<file path="config.mk">
export PLATFORM = sky130hd
export DESIGN_NAME = fpir_interp
export DESIGN_NICKNAME = d
export VERILOG_FILES = /design/src/sv/fpir_pkg.sv /design/src/sv/fpir_interp.sv
export SDC_FILE = /design/constraint.sdc
export NUM_CORES = 2
export LEC_CHECK = 0
export BUFFER_PORTS_ARGS = -buffer_cell sky130_fd_sc_hd__buf_4
export CAP_MARGIN = 20
export CORE_MARGIN = 2
export CORE_UTILIZATION = 30
export CTS_BUF_LIST = sky130_fd_sc_hd__clkbuf_16
export DETAILED_ROUTE_END_ITERATION = 8
export GPL_ROUTABILITY_DRIVEN = 0
export PLACE_DENSITY = 0.48
export SLEW_MARGIN = 20
export SYNTH_ARGS = -nofsm -noshare
export SYNTH_HDL_FRONTEND = slang
export SYNTH_SLANG_ARGS = --single-unit
</file>
<file path="constraint.sdc">
create_clock -name clk -period 16 [get_ports clk]
set_clock_uncertainty 0.2 [all_clocks]
set_input_delay 0.8 -clock clk [delete_from_list [all_inputs] [get_ports clk]]
set_output_delay 0.8 -clock clk [all_outputs]
set_load 0.1 [all_outputs]
</file>
<file path="src/sv/fpir_pkg.sv">
// shared constants and types for the image resampler
// no dependencies
`default_nettype none
package fpir_pkg;
  localparam int MAX_SRC_WIDTH  = 1024;
  localparam int MAX_SRC_HEIGHT = 1024;
  localparam int FRAC_BITS      = 16;
  localparam int LEVEL_STEP     = 85;
  localparam int CFG_IDX_W      = 3;

  typedef enum logic [CFG_IDX_W-1:0] {
    REG_SRC_WIDTH   = 3'd0,
    REG_SRC_HEIGHT  = 3'd1,
    REG_INV_SCALE_X = 3'd2,
    REG_INV_SCALE_Y = 3'd3,
    REG_WIN_X_START = 3'd4,
    REG_WIN_X_END   = 3'd5,
    REG_WIN_Y_START = 3'd6,
    REG_WIN_Y_END   = 3'd7
  } cfg_reg_t;

  localparam logic ACT_LOAD   = 1'b0;
  localparam logic ACT_SAMPLE = 1'b1;

  // configuration register file contents
  typedef struct packed {
    logic [10:0] src_width;
    logic [10:0] src_height;
    logic [23:0] inv_scale_x;
    logic [23:0] inv_scale_y;
    logic [12:0] win_x_start;
    logic [12:0] win_x_end;
    logic [12:0] win_y_start;
    logic [12:0] win_y_end;
  } cfg_t;

  // grey to 2-bit level
  function automatic logic [1:0] gray_level(input logic [7:0] g);
    logic [1:0] l;
    if (g >= 8'(3 * LEVEL_STEP)) l = 2'd3;
    else if (g >= 8'(2 * LEVEL_STEP)) l = 2'd2;
    else if (g >= 8'(LEVEL_STEP)) l = 2'd1;
    else l = 2'd0;
    return l;
  endfunction
endpackage
`default_nettype wire

</file>
<file path="src/sv/fpir_interp.sv">
// interpolation stages: horizontal blend, vertical blend, level
// depends on fpir_pkg
`default_nettype none
module fpir_interp #(
  parameter int FB = fpir_pkg::FRAC_BITS
) (
  input  wire logic        clk,
  input  wire logic        rst_n,
  input  wire logic        en,
  input  wire logic        in_vld,
  input  wire logic        bil,
  input  wire logic [FB-1:0] fx,
  input  wire logic [FB-1:0] fy,
  input  wire logic [7:0]  p00,
  input  wire logic [7:0]  p10,
  input  wire logic [7:0]  p01,
  input  wire logic [7:0]  p11,
  input  wire logic [11:0] col,
  input  wire logic [11:0] row,
  output logic             out_vld_r,
  output logic [7:0]       gray_r,
  output logic [1:0]       level_r,
  output logic [11:0]      col_r,
  output logic [11:0]      row_r
);
  localparam logic [FB:0] ONE = (FB+1)'(1) << FB;

  // horizontal stage
  logic          h_vld_r, h_bil_r;
  logic [7:0]    top_r, bot_r, near_r;
  logic [FB-1:0] h_fy_r;
  logic [11:0]   h_col_r, h_row_r;
  logic [FB+8:0] top_s, bot_s;
  assign top_s = (FB+9)'(p00) * (FB+9)'(ONE - (FB+1)'(fx)) + (FB+9)'(p10) * (FB+9)'(fx);
  assign bot_s = (FB+9)'(p01) * (FB+9)'(ONE - (FB+1)'(fx)) + (FB+9)'(p11) * (FB+9)'(fx);

  always_ff @(posedge clk) begin
    if (!rst_n) begin
      h_vld_r   <= 1'b0;
      out_vld_r <= 1'b0;
    end else if (en) begin
      h_vld_r   <= in_vld;
      out_vld_r <= h_vld_r;
    end
  end

  always_ff @(posedge clk) begin
    if (en) begin
      top_r   <= top_s[FB+7:FB];
      bot_r   <= bot_s[FB+7:FB];
      near_r  <= p00;
      h_bil_r <= bil;
      h_fy_r  <= fy;
      h_col_r <= col;
      h_row_r <= row;
    end
  end

  // vertical stage
  logic [FB+8:0] v_s;
  logic [7:0]    g;
  assign v_s = (FB+9)'(top_r) * (FB+9)'(ONE - (FB+1)'(h_fy_r)) + (FB+9)'(bot_r) * (FB+9)'(h_fy_r);
  assign g   = h_bil_r ? v_s[FB+7:FB] : near_r;

  always_ff @(posedge clk) begin
    if (en) begin
      gray_r  <= g;
      level_r <= fpir_pkg::gray_level(g);
      col_r   <= h_col_r;
      row_r   <= h_row_r;
    end
  end
endmodule
`default_nettype wire

</file>
==> impl_metrics.env <==
export IMPL_status="completed"
export IMPL_drcViolationCount=0
export IMPL_r2r_slack_ns=7.09
export IMPL_ctsHoldBuffers=0
export IMPL_period_share_pct=55.7
export IMPL_first_global_vias=20300
export IMPL_path_max_fanout=17
export IMPL_yosys_most_used_dff="edfxtp_1"
export IMPL_cp_depth=27
export IMPL_start_util_pct=30.3
export IMPL_layout_nets=3916
export IMPL_yosys_top_cells_area="fa_1 (46%), edfxtp_1 (11%), ha_1 (10%), inv_1 (10%), and2_1 (8.2%)"
export IMPL_synth_top_area_share_pct=45.8
export IMPL_synth_cells=2924
export IMPL_drt_total_wl_um=68700
export IMPL_dp_hpwl_um=57500
export IMPL_synth_seq_area_share_pct=10.8
export IMPL_relSlewSlack_pct=31.5
export IMPL_avgSynthCellArea_um2=9.52
export IMPL_yosys_register_bits=101
export IMPL_antenna_found_initial=1
export IMPL_h_tree_depth=3
export IMPL_pin_count=128
export IMPL_arrival_ns=8.84
export IMPL_fin_tns_setup_ns=0
export IMPL_clock_latency_ns=0.38
export IMPL_clockBufferDepth=2
export IMPL_vias_per_cell=4.34
export IMPL_async_flop_share_pct=0
export IMPL_post_drt_wl_per_cell_um=16.3
export IMPL_wl_met3_um=1170
export IMPL_synth_nets=3883
export IMPL_max_freq_mhz=112
export IMPL_cts_tree="built"
export IMPL_synth_edf_count=99
export IMPL_cts_setup_buffers=0
export IMPL_crit_type="flip-flop to flip-flop"
export IMPL_start_kind="flip-flop"
export IMPL_cts_sinks=101
export IMPL_hold_path_class="flip-flop to flip-flop"
export IMPL_hold_end="row_r[4]"
export IMPL_root_buffer="clkbuf_16"
export IMPL_path_clk_slew_ns=0.09
export IMPL_reg2reg_depth=27
export IMPL_core_area_um2=91800
export IMPL_period_needed_ns=8.91
export IMPL_met2_length_um=33300
export IMPL_worst_slew_pin_slew_ns=1.01
export IMPL_ctsResizeCount=0
export IMPL_reg2reg_from="h_fy_r[0]"
export IMPL_drv_slew=0
export IMPL_critPathRequiredTime_ns=15.93
export IMPL_grt_max_degree=72
export IMPL_grtUsageTotal_pct=15.3
export IMPL_overflow=0
export IMPL_hold_path_depth=0
export IMPL_synth_common_cells="inv_1 (749), fa_1 (636), nand2_1 (439)"
export IMPL_critPathBufInv=5
export IMPL_whs_ns=0.222
export IMPL_die_h_um=309
export IMPL_vias=18200
export IMPL_max_stage_delay_ns=0.71
export IMPL_setup_viol=0
export IMPL_dr_pass1_iters=5
export IMPL_maxCapViolCount=0
export IMPL_cp_top_family="adder cells"
export IMPL_synth_area_leader_cell="fa_1"
export IMPL_rsz0062_at_grt="no"
export IMPL_layout_drive_gt1_share_pct=6.38
export IMPL_r2r_end="level_r[0]"
export IMPL_hp_start="h_row_r[4]"
export IMPL_synth_warning_count=0
export IMPL_path_common_cell="fa_1"
export IMPL_grt_pass1_wl_um=115000
export IMPL_top_layer_used="met4"
export IMPL_dr_first_iter_drc_count=767
export IMPL_synth_area_um2=27800
export IMPL_hold_viol=0
export IMPL_std_cell_rows=111
export IMPL_die_x_um=309
export IMPL_drt_met1_wl_um=33900
export IMPL_area_growth_pct=8.93
export IMPL_die_area_um2=95200
export IMPL_crit_path_end_kind="flip-flop"
export IMPL_drtAntennaViolNets=0
export IMPL_yosysUniqueCellTypes=71
export IMPL_portBuffers=127
export IMPL_cts_buffers=9
export IMPL_synthMostInstantiatedCell="inv_1"
export IMPL_cpMaxStageDelayCell="or4_2"
## through the flow
step | instance area [um2] | util [%] | std cells | setup slack [ns]
3_5_place_dp | 30000 | 32.7 | 4189 | 7.13
3_3_place_gp | 30000 | 32.7 | 4189 | 7.14
2_1_floorplan | 27800 | - | 2924 | 7.98
4_1_cts | 30300 | 33.0 | 4205 | 7.10
6_report | 30300 | 33.0 | 4206 | 7.09
5_1_grt | 30300 | 33.0 | 4206 | 6.54
## worst max-delay path by stage
stage                       to       from  slack [ns]
finish              level_r[0]  h_fy_r[0]        7.09
global route        level_r[0]  h_fy_r[0]        6.54
CTS                 level_r[0]  h_fy_r[0]        7.10
detailed placement  level_r[0]  h_fy_r[0]        7.13
global placement    level_r[1]  h_fy_r[0]        7.14
floorplan             bot_r[7]      fx[0]        7.98
## cell usage in the layout, fill, tap and decap left out, drive strengths merged, types with 6 or more instances in the layout
master	count
a211oi	6
a21oi	18
and2	370
and3	8
buf	144
clkbuf	9
edfxtp	99
fa	636
ha	230
inv	752
nand2	439
nand2b	6
nand3	12
nand4	7
nor2	35
nor2b	7
nor3	18
nor4	9
o21ai	20
or3	7
xnor2	42
xor2	13
## sequential cells by signal, indices dropped and copies added (netlist names), 2 cells and up
signal	cells
row_r	12
bot_r	8
near_r	8
gray_r	8
h_row_r	12
col_r	12
top_r	8
h_fy_r	16
level_r	2
h_col_r	12
## logic make-up after synthesis
kind of cell / count (synthesis) / share of synthesized area [%]
AOI/OAI and AO/OA: 93 / 2.34
xor gates and xnor gates: 57 / 1.89
adders and majority gates: 866 / 56.1
buffers and inverters: 871 / 11.8
DFF: 101 / 10.8
muxes: 4 / 0.144
and+or+nand+nor: 932 / 16.9
## routing by layer
metal	vias up	track usage (%)
li1	8571	-
met4	0	1.61
met2	168	26.1
met5	-	0
met3	25	0.870
met1	9470	22.2
## cell type report
cell class                      count  area [um2]
Antenna cell                        1        2.50
Clock buffer                        9         225
Clock inverter                      7        86.3
Fill cell                        9567       61500
Inverter                          749        2810
Multi-Input combinational cell   1952       21500
Sequential cell                   101        3010
Tap cell                         1243        1560
Timing Repair Buffer              144        1080
Power is left out: the tool's default activity adds up to more than one toggle a clock period on the data nets, which glitch-free logic cannot reach.
