===== config.mk =====
export PLATFORM = sky130hd
export DESIGN_NAME = fpir_addr
export DESIGN_NICKNAME = d
export VERILOG_FILES = /design/src/sv/fpir_pkg.sv /design/src/sv/fpir_addr.sv
export SDC_FILE = /design/constraint.sdc
export NUM_CORES = 2
export LEC_CHECK = 0
export ABC_CLOCK_PERIOD_IN_PS = 8500
export BUFFER_PORTS_ARGS = -buffer_cell sky130_fd_sc_hd__buf_2
export CELL_PAD_IN_SITES_DETAIL_PLACEMENT = 1
export CELL_PAD_IN_SITES_GLOBAL_PLACEMENT = 1
export CORE_MARGIN = 10
export CORE_UTILIZATION = 49
export DETAILED_ROUTE_END_ITERATION = 12
export GPL_TIMING_DRIVEN = 0
export HOLD_SLACK_MARGIN = 0.15
export PLACE_DENSITY_LB_ADDON = 0.1
export SYNTH_ARGS = -nofsm -noshare
export SYNTH_HDL_FRONTEND = slang
export SYNTH_SLANG_ARGS = --single-unit

===== constraint.sdc =====
create_clock -name clk -period 8.5 [get_ports clk]
set_input_delay 1.275 -clock clk [delete_from_list [all_inputs] [get_ports clk]]
set_output_delay 1.275 -clock clk [all_outputs]
set_load 0.03 [all_outputs]

===== src/sv/fpir_pkg.sv =====
// shared constants and types for the image resampler
// no dependencies
`default_nettype none
package fpir_pkg;
  localparam int MAX_SRC_WIDTH  = 1024;
  localparam int MAX_SRC_HEIGHT = 1024;
  localparam int FRAC_BITS      = 16;
  localparam int LEVEL_STEP     = 85;
  localparam int CFG_IDX_W      = 3;

  typedef enum logic [CFG_IDX_W-1:0] {
    REG_SRC_WIDTH   = 3'd0,
    REG_SRC_HEIGHT  = 3'd1,
    REG_INV_SCALE_X = 3'd2,
    REG_INV_SCALE_Y = 3'd3,
    REG_WIN_X_START = 3'd4,
    REG_WIN_X_END   = 3'd5,
    REG_WIN_Y_START = 3'd6,
    REG_WIN_Y_END   = 3'd7
  } cfg_reg_t;

  localparam logic ACT_LOAD   = 1'b0;
  localparam logic ACT_SAMPLE = 1'b1;

  // configuration register file contents
  typedef struct packed {
    logic [10:0] src_width;
    logic [10:0] src_height;
    logic [23:0] inv_scale_x;
    logic [23:0] inv_scale_y;
    logic [12:0] win_x_start;
    logic [12:0] win_x_end;
    logic [12:0] win_y_start;
    logic [12:0] win_y_end;
  } cfg_t;

  // grey to 2-bit level
  function automatic logic [1:0] gray_level(input logic [7:0] g);
    logic [1:0] l;
    if (g >= 8'(3 * LEVEL_STEP)) l = 2'd3;
    else if (g >= 8'(2 * LEVEL_STEP)) l = 2'd2;
    else if (g >= 8'(LEVEL_STEP)) l = 2'd1;
    else l = 2'd0;
    return l;
  endfunction
endpackage
`default_nettype wire


===== src/sv/fpir_addr.sv =====
// address stage: window test, fixed-point source mapping, clamping, mode select
// depends on fpir_pkg
`default_nettype none
module fpir_addr #(
  parameter int MAX_W = fpir_pkg::MAX_SRC_WIDTH,
  parameter int MAX_H = fpir_pkg::MAX_SRC_HEIGHT,
  parameter int FB    = fpir_pkg::FRAC_BITS,
  localparam int XW = $clog2(MAX_W),
  localparam int YW = $clog2(MAX_H)
) (
  input  wire logic          clk,
  input  wire logic          rst_n,
  input  wire logic          en,
  input  wire fpir_pkg::cfg_t cfg,
  input  wire logic          in_vld,
  input  wire logic          in_act,
  input  wire logic [11:0]   in_col,
  input  wire logic [11:0]   in_row,
  input  wire logic [7:0]    in_pix,
  // stage 2 outputs
  output logic               s2_vld_r,
  output logic               s2_load_r,
  output logic               s2_bil_r,
  output logic [XW-1:0]      s2_x0_r,
  output logic [XW-1:0]      s2_x1_r,
  output logic [YW-1:0]      s2_y0_r,
  output logic [YW-1:0]      s2_y1_r,
  output logic [FB-1:0]      s2_fx_r,
  output logic [FB-1:0]      s2_fy_r,
  output logic [7:0]         s2_pix_r,
  output logic [11:0]        s2_col_r,
  output logic [11:0]        s2_row_r
);
  localparam logic [23:0] FP_ONE = 24'(1) << FB;

  // stage 1: window test and multiply
  logic        s1_vld_r, s1_load_r, s1_bil_r;
  logic [35:0] s1_sx_r, s1_sy_r;
  logic [7:0]  s1_pix_r;
  logic [11:0] s1_col_r, s1_row_r;
  logic [12:0] w_eff_r, h_eff_r;
  logic        in_win, ld_ok;
  assign in_win = ({1'b0, in_col} >= cfg.win_x_start) && ({1'b0, in_col} < cfg.win_x_end) &&
                  ({1'b0, in_row} >= cfg.win_y_start) && ({1'b0, in_row} < cfg.win_y_end);
  assign ld_ok  = (32'(in_col) < 32'(MAX_W)) && (32'(in_row) < 32'(MAX_H));

  always_ff @(posedge clk) begin
    if (!rst_n) begin
      s1_vld_r <= 1'b0;
    end else if (en) begin
      s1_vld_r <= in_vld && ((in_act == fpir_pkg::ACT_LOAD) ? ld_ok : in_win);
    end
  end

  always_ff @(posedge clk) begin
    if (en) begin
      s1_load_r <= (in_act == fpir_pkg::ACT_LOAD);
      s1_bil_r  <= (cfg.inv_scale_x < FP_ONE) && (cfg.inv_scale_y < FP_ONE);
      s1_sx_r   <= 36'(in_col) * 36'(cfg.inv_scale_x);
      s1_sy_r   <= 36'(in_row) * 36'(cfg.inv_scale_y);
      s1_pix_r  <= in_pix;
      s1_col_r  <= in_col;
      s1_row_r  <= in_row;
      // effective sizes
      if (cfg.src_width == '0) w_eff_r <= 13'd1;
      else if (32'(cfg.src_width) > 32'(MAX_W)) w_eff_r <= 13'(MAX_W);
      else w_eff_r <= 13'(cfg.src_width);
      if (cfg.src_height == '0) h_eff_r <= 13'd1;
      else if (32'(cfg.src_height) > 32'(MAX_H)) h_eff_r <= 13'(MAX_H);
      else h_eff_r <= 13'(cfg.src_height);
    end
  end

  // stage 2: clamp to the frame
  logic [35:0] ix, iy, ix1, iy1;
  logic [35:0] wl, hl;
  logic [35:0] cx0, cx1, cy0, cy1;
  assign ix  = s1_sx_r >> FB;
  assign iy  = s1_sy_r >> FB;
  assign ix1 = ix + 36'd1;
  assign iy1 = iy + 36'd1;
  assign wl  = 36'(w_eff_r) - 36'd1;
  assign hl  = 36'(h_eff_r) - 36'd1;
  assign cx0 = (ix  > wl) ? wl : ix;
  assign cx1 = (ix1 > wl) ? wl : ix1;
  assign cy0 = (iy  > hl) ? hl : iy;
  assign cy1 = (iy1 > hl) ? hl : iy1;

  always_ff @(posedge clk) begin
    if (!rst_n) begin
      s2_vld_r <= 1'b0;
    end else if (en) begin
      s2_vld_r <= s1_vld_r;
    end
  end

  always_ff @(posedge clk) begin
    if (en) begin
      s2_load_r <= s1_load_r;
      s2_bil_r  <= s1_bil_r;
      if (s1_load_r) begin
        s2_x0_r <= s1_col_r[XW-1:0];
        s2_y0_r <= s1_row_r[YW-1:0];
      end else begin
        s2_x0_r <= cx0[XW-1:0];
        s2_y0_r <= cy0[YW-1:0];
      end
      s2_x1_r  <= cx1[XW-1:0];
      s2_y1_r  <= cy1[YW-1:0];
      s2_fx_r  <= s1_sx_r[FB-1:0];
      s2_fy_r  <= s1_sy_r[FB-1:0];
      s2_pix_r <= s1_pix_r;
      s2_col_r <= s1_col_r;
      s2_row_r <= s1_row_r;
    end
  end
endmodule
`default_nettype wire


==> results.py <==
metrics = {
    "power": {
        "clkPwrFrac_pct": 9.3,
        "p_per_area_nw_per_um2": 392,
        "ir_drop_v": 0.000352,
        "power_frac_seq_pct": 17.6,
        "total_power_mw": 12.9,
        "power.net_switching_mw": 6.43,
        "switching_share_pct": 49.8,
        "p_leak_nw": 16.1,
        "power_frac_comb_pct": 73.1,
        "p_int_mw": 6.48,
    },
    "timing": {
        "fin_hold_ws_ps": 417,
        "timing.final.crit_share_pct": 95.1,
        "grt_setup_unrepaired": "false",
        "drv_slew": 0,
        "finalClockSkew_ps": 16.0,
        "slew_headroom_pct": 7.56,
        "setup_viol": 0,
        "final.setup.worst_slack_ps": 417,
        "finalHoldViolCount": 0,
        "finalCriticalPeriod_ps": 8080,
        "fmax_mhz": 124,
        "tightest_slew_ps": 1370,
    },
    "detailed_routing": {
        "antenna_left": 0,
        "first_iter_violations": 1381,
        "vias_per_cell": 5.49,
        "num_vias": 22700,
        "drt-total-wl_mm": 92.3,
        "drc_errors": 0,
        "detail_route.wl_per_cell_um": 22.3,
        "first_pass_iters": 5,
    },
    "logic_synthesis": {
        "synth_area_um2": 29700,
        "avgSynthCellArea_um2": 9.79,
        "synth_cell_type_count": 63,
        "synth_edf_count": 234,
        "yosys.area.top_type": "fa_1",
        "synthFlopType": "edfxtp_1",
        "async_flop_share_pct": 0,
        "ys_ff_latch": 236,
        "syn_nets": 3910,
        "seq_area_frac_synth_pct": 23.8,
        "ys_warn_count": 0,
        "synth_top_area_share_pct": 29.7,
        "syn_inst": 3033,
        "yosys-top-cells-area": "fa_1 (30%), edfxtp_1 (24%), ha_1 (12%)",
    },
    "worst_setup_path": {
        "required_ps": 8930,
        "criticalPathCategory": "in2reg",
        "worstPathCellList": "buf_2 > clkbuf_1 > nand2_1 > fa_1 > fa_1 > fa_1 > inv_1 > fa_1 > inv_1 > fa_1 > inv_1 > ha_1 > a2111oi_1 > a211oi_1 > nor4_4 > o31ai_2 > a221oi_2 > o21ai_1 > or4_1 > nand3_1",
        "cp_max_fo": 10,
        "cp-end-kind": "flop",
        "cpMaxStageDelayCell": "a2111oi_1",
        "arrival_ps": 8520,
        "worstSetupStartpointType": "input port",
        "cp_common_cell": "fa_1",
        "slowest_delay_ps": 830,
    },
    "floorplanning": {
        "io_pins": 266,
        "dieArea_um2": 70800,
        "start_util_pct": 49.4,
        "fp.coreArea_um2": 60100,
        "die_x_um": 266,
        "fp-row-count": 90,
        "die_y_um": 266,
    },
    "global_route": {
        "grt.met2_usage_pct": 42.0,
        "globalRoute.totalOverflow": 0,
        "gr-usage-all-layers_pct": 26.1,
        "grt_pass1_vias": 25600,
        "grt_use_met3_pct": 5.90,
        "gr-max-usage-layer": "met2",
        "met1_usage_pct": 35.3,
        "antenna_found_initial": 15,
        "grt_max_degree": 133,
        "grt_pass1_wl_mm": 144,
    },
    "job": {
        "max_cap_violations": 0,
    },
    "final_layout": {
        "syn_to_final_growth_pct": 10.9,
        "regArea_um2": 7070,
        "final_common_cell": "inv_1",
        "multi_input_area_um2": 20000,
        "nNetsFinal": 4205,
        "nFillCells": 6928,
        "final_cell_mix": "inv_1 (598), nand2_1 (484), fa_1 (440)",
        "finalNonFillerCells": 4134,
        "drive_gt1_share_pct": 9.95,
    },
    "place": {
        "dp_hpwl_mm": 76.3,
        "gp_congestion": 0.888,
        "io_buffers": 263,
        "dp_slack_ps": -459,
        "dp.cells": 4079,
    },
    "cts": {
        "cts_root_buffer": "clkbuf_16",
        "clkSlewWorstSetupHoldPaths_ps": 60,
        "htree_num_levels": 1,
        "cts_tree": "built",
        "post-cts-setup-buffers": 0,
        "cts_buffers": 29,
        "cts_buffer_depth": 3,
        "clock-sinks": 236,
        "clk_latency_ps": 590,
    },
    "outcome": {
        "outcome": "finished clean",
    },
    "hold_path": {
        "hold_path_class": "reg2reg",
    },
}
==> flip-flops by register name, indices dropped and copies added, names as in the netlist, 12 cells and up <==
signal / cells
s2_fx_r: 16
s2_col_r: 12
s2_row_r: 12
s1_sx_r: 36
s1_row_r: 12
s2_fy_r: 16
s1_sy_r: 36
s1_col_r: 12
==> per-stage QoR <==
step | utilization (%) | area, um2 | setup TNS (ps)
2_1_floorplan | - | 29700 | 0
3_3_place_gp | 53.2 | 32000 | -420
3_5_place_dp | 53.3 | 32000 | -784
4_1_cts | 54.7 | 32900 | 0
5_1_grt | 54.7 | 32900 | 0
6_report | 54.8 | 32900 | 0
==> per-layer routing <==
| metal | vias to the layer above | share of wire, % |
|---|---|---|
| met4 | 14 | 2.5 |
| met5 | - | 0.092 |
| li1 | 10200 | - |
| met2 | 694 | 46 |
| met3 | 132 | 7.9 |
| met1 | 11700 | 44 |
==> final cells by class <==
class                   count  area share (%)
diodes                      4          0.0304
repair buffers            264            4.11
flip-flops and latches    236            21.5
plain buffers             113            1.29
inverters                 598            6.82
well taps                 782            2.97
multi-input cells        2086            60.6
clock buffers              35            2.27
clock inverters            16           0.441
==> critical path, delay by kind of cell <==
family                   cells  cell delay (ps)
AO/OA/AOI/OAI                5             1940
adder cells (fa/ha/maj)      6             3010
buffers and inverters        5             1190
AND/OR/NAND/NOR              4             1090
==> power by group through the flow <==
stage / Sequential (mW) / Combinational [mW] / Clock, mW
final: 2.27 / 9.44 / 1.20
after global routing: 2.29 / 10.5 / 1.28
after CTS: 2.26 / 9.41 / 1.23
after detailed placement: 2.29 / 9.30 / 0
after global placement: 2.27 / 8.92 / 0
after floorplan: 2.37 / 6.45 / 0
==> synthesized netlist by cell type (6+ instances only) <==
library cell	n
a211oi_1	10
a21boi_0	6
a21o_1	71
a21oi_1	83
a31oi_1	8
and2_1	172
and3_1	16
clkbuf_1	112
edfxtp_1	234
fa_1	440
ha_1	278
inv_1	598
mux2_2	15
mux2i_1	21
nand2_1	484
nand2b_1	17
nand3_1	31
nand4_1	28
nand4b_1	6
nor2_1	61
nor2b_1	38
nor3_1	19
nor4_1	15
o211ai_1	9
o21a_1	13
o21ai_0	63
or3_1	8
xnor2_1	83
xor2_1	29
==> cell families (layout without fill, tap and decap cells) <==
family / count (synthesis) / in the layout / synth area share, %
compound gates: 307 / 307 / 6.64
xor+xnor: 112 / 112 / 3.30
fa+ha+maj: 718 / 718 / 41.4
buf+inv: 711 / 1026 / 8.99
flops: 236 / 236 / 23.8
mux: 36 / 36 / 1.28
other cells: 0 / 4 / 0
simple gates: 913 / 913 / 14.6
==> repair_timing <==
action | in CTS | in global routing
endpoints found under the setup margin | 0 | 1
resized for setup | 0 | 1
hold buffers | 0 | 0
==> path summary, 6_finish.rpt <==
check	start	depth (start not counted)	endpoint	slack [ps]
min reg2reg	s1_sy_r[15]	0	s2_fy_r[15]	420
max reg2reg	s1_sy_r[18]	17	s2_y1_r[8]	3880
max	in_col[5]	20	s1_sx_r[35]	420
min	s1_sy_r[15]	0	s2_fy_r[15]	420
Power figures use the tool's default switching activity.
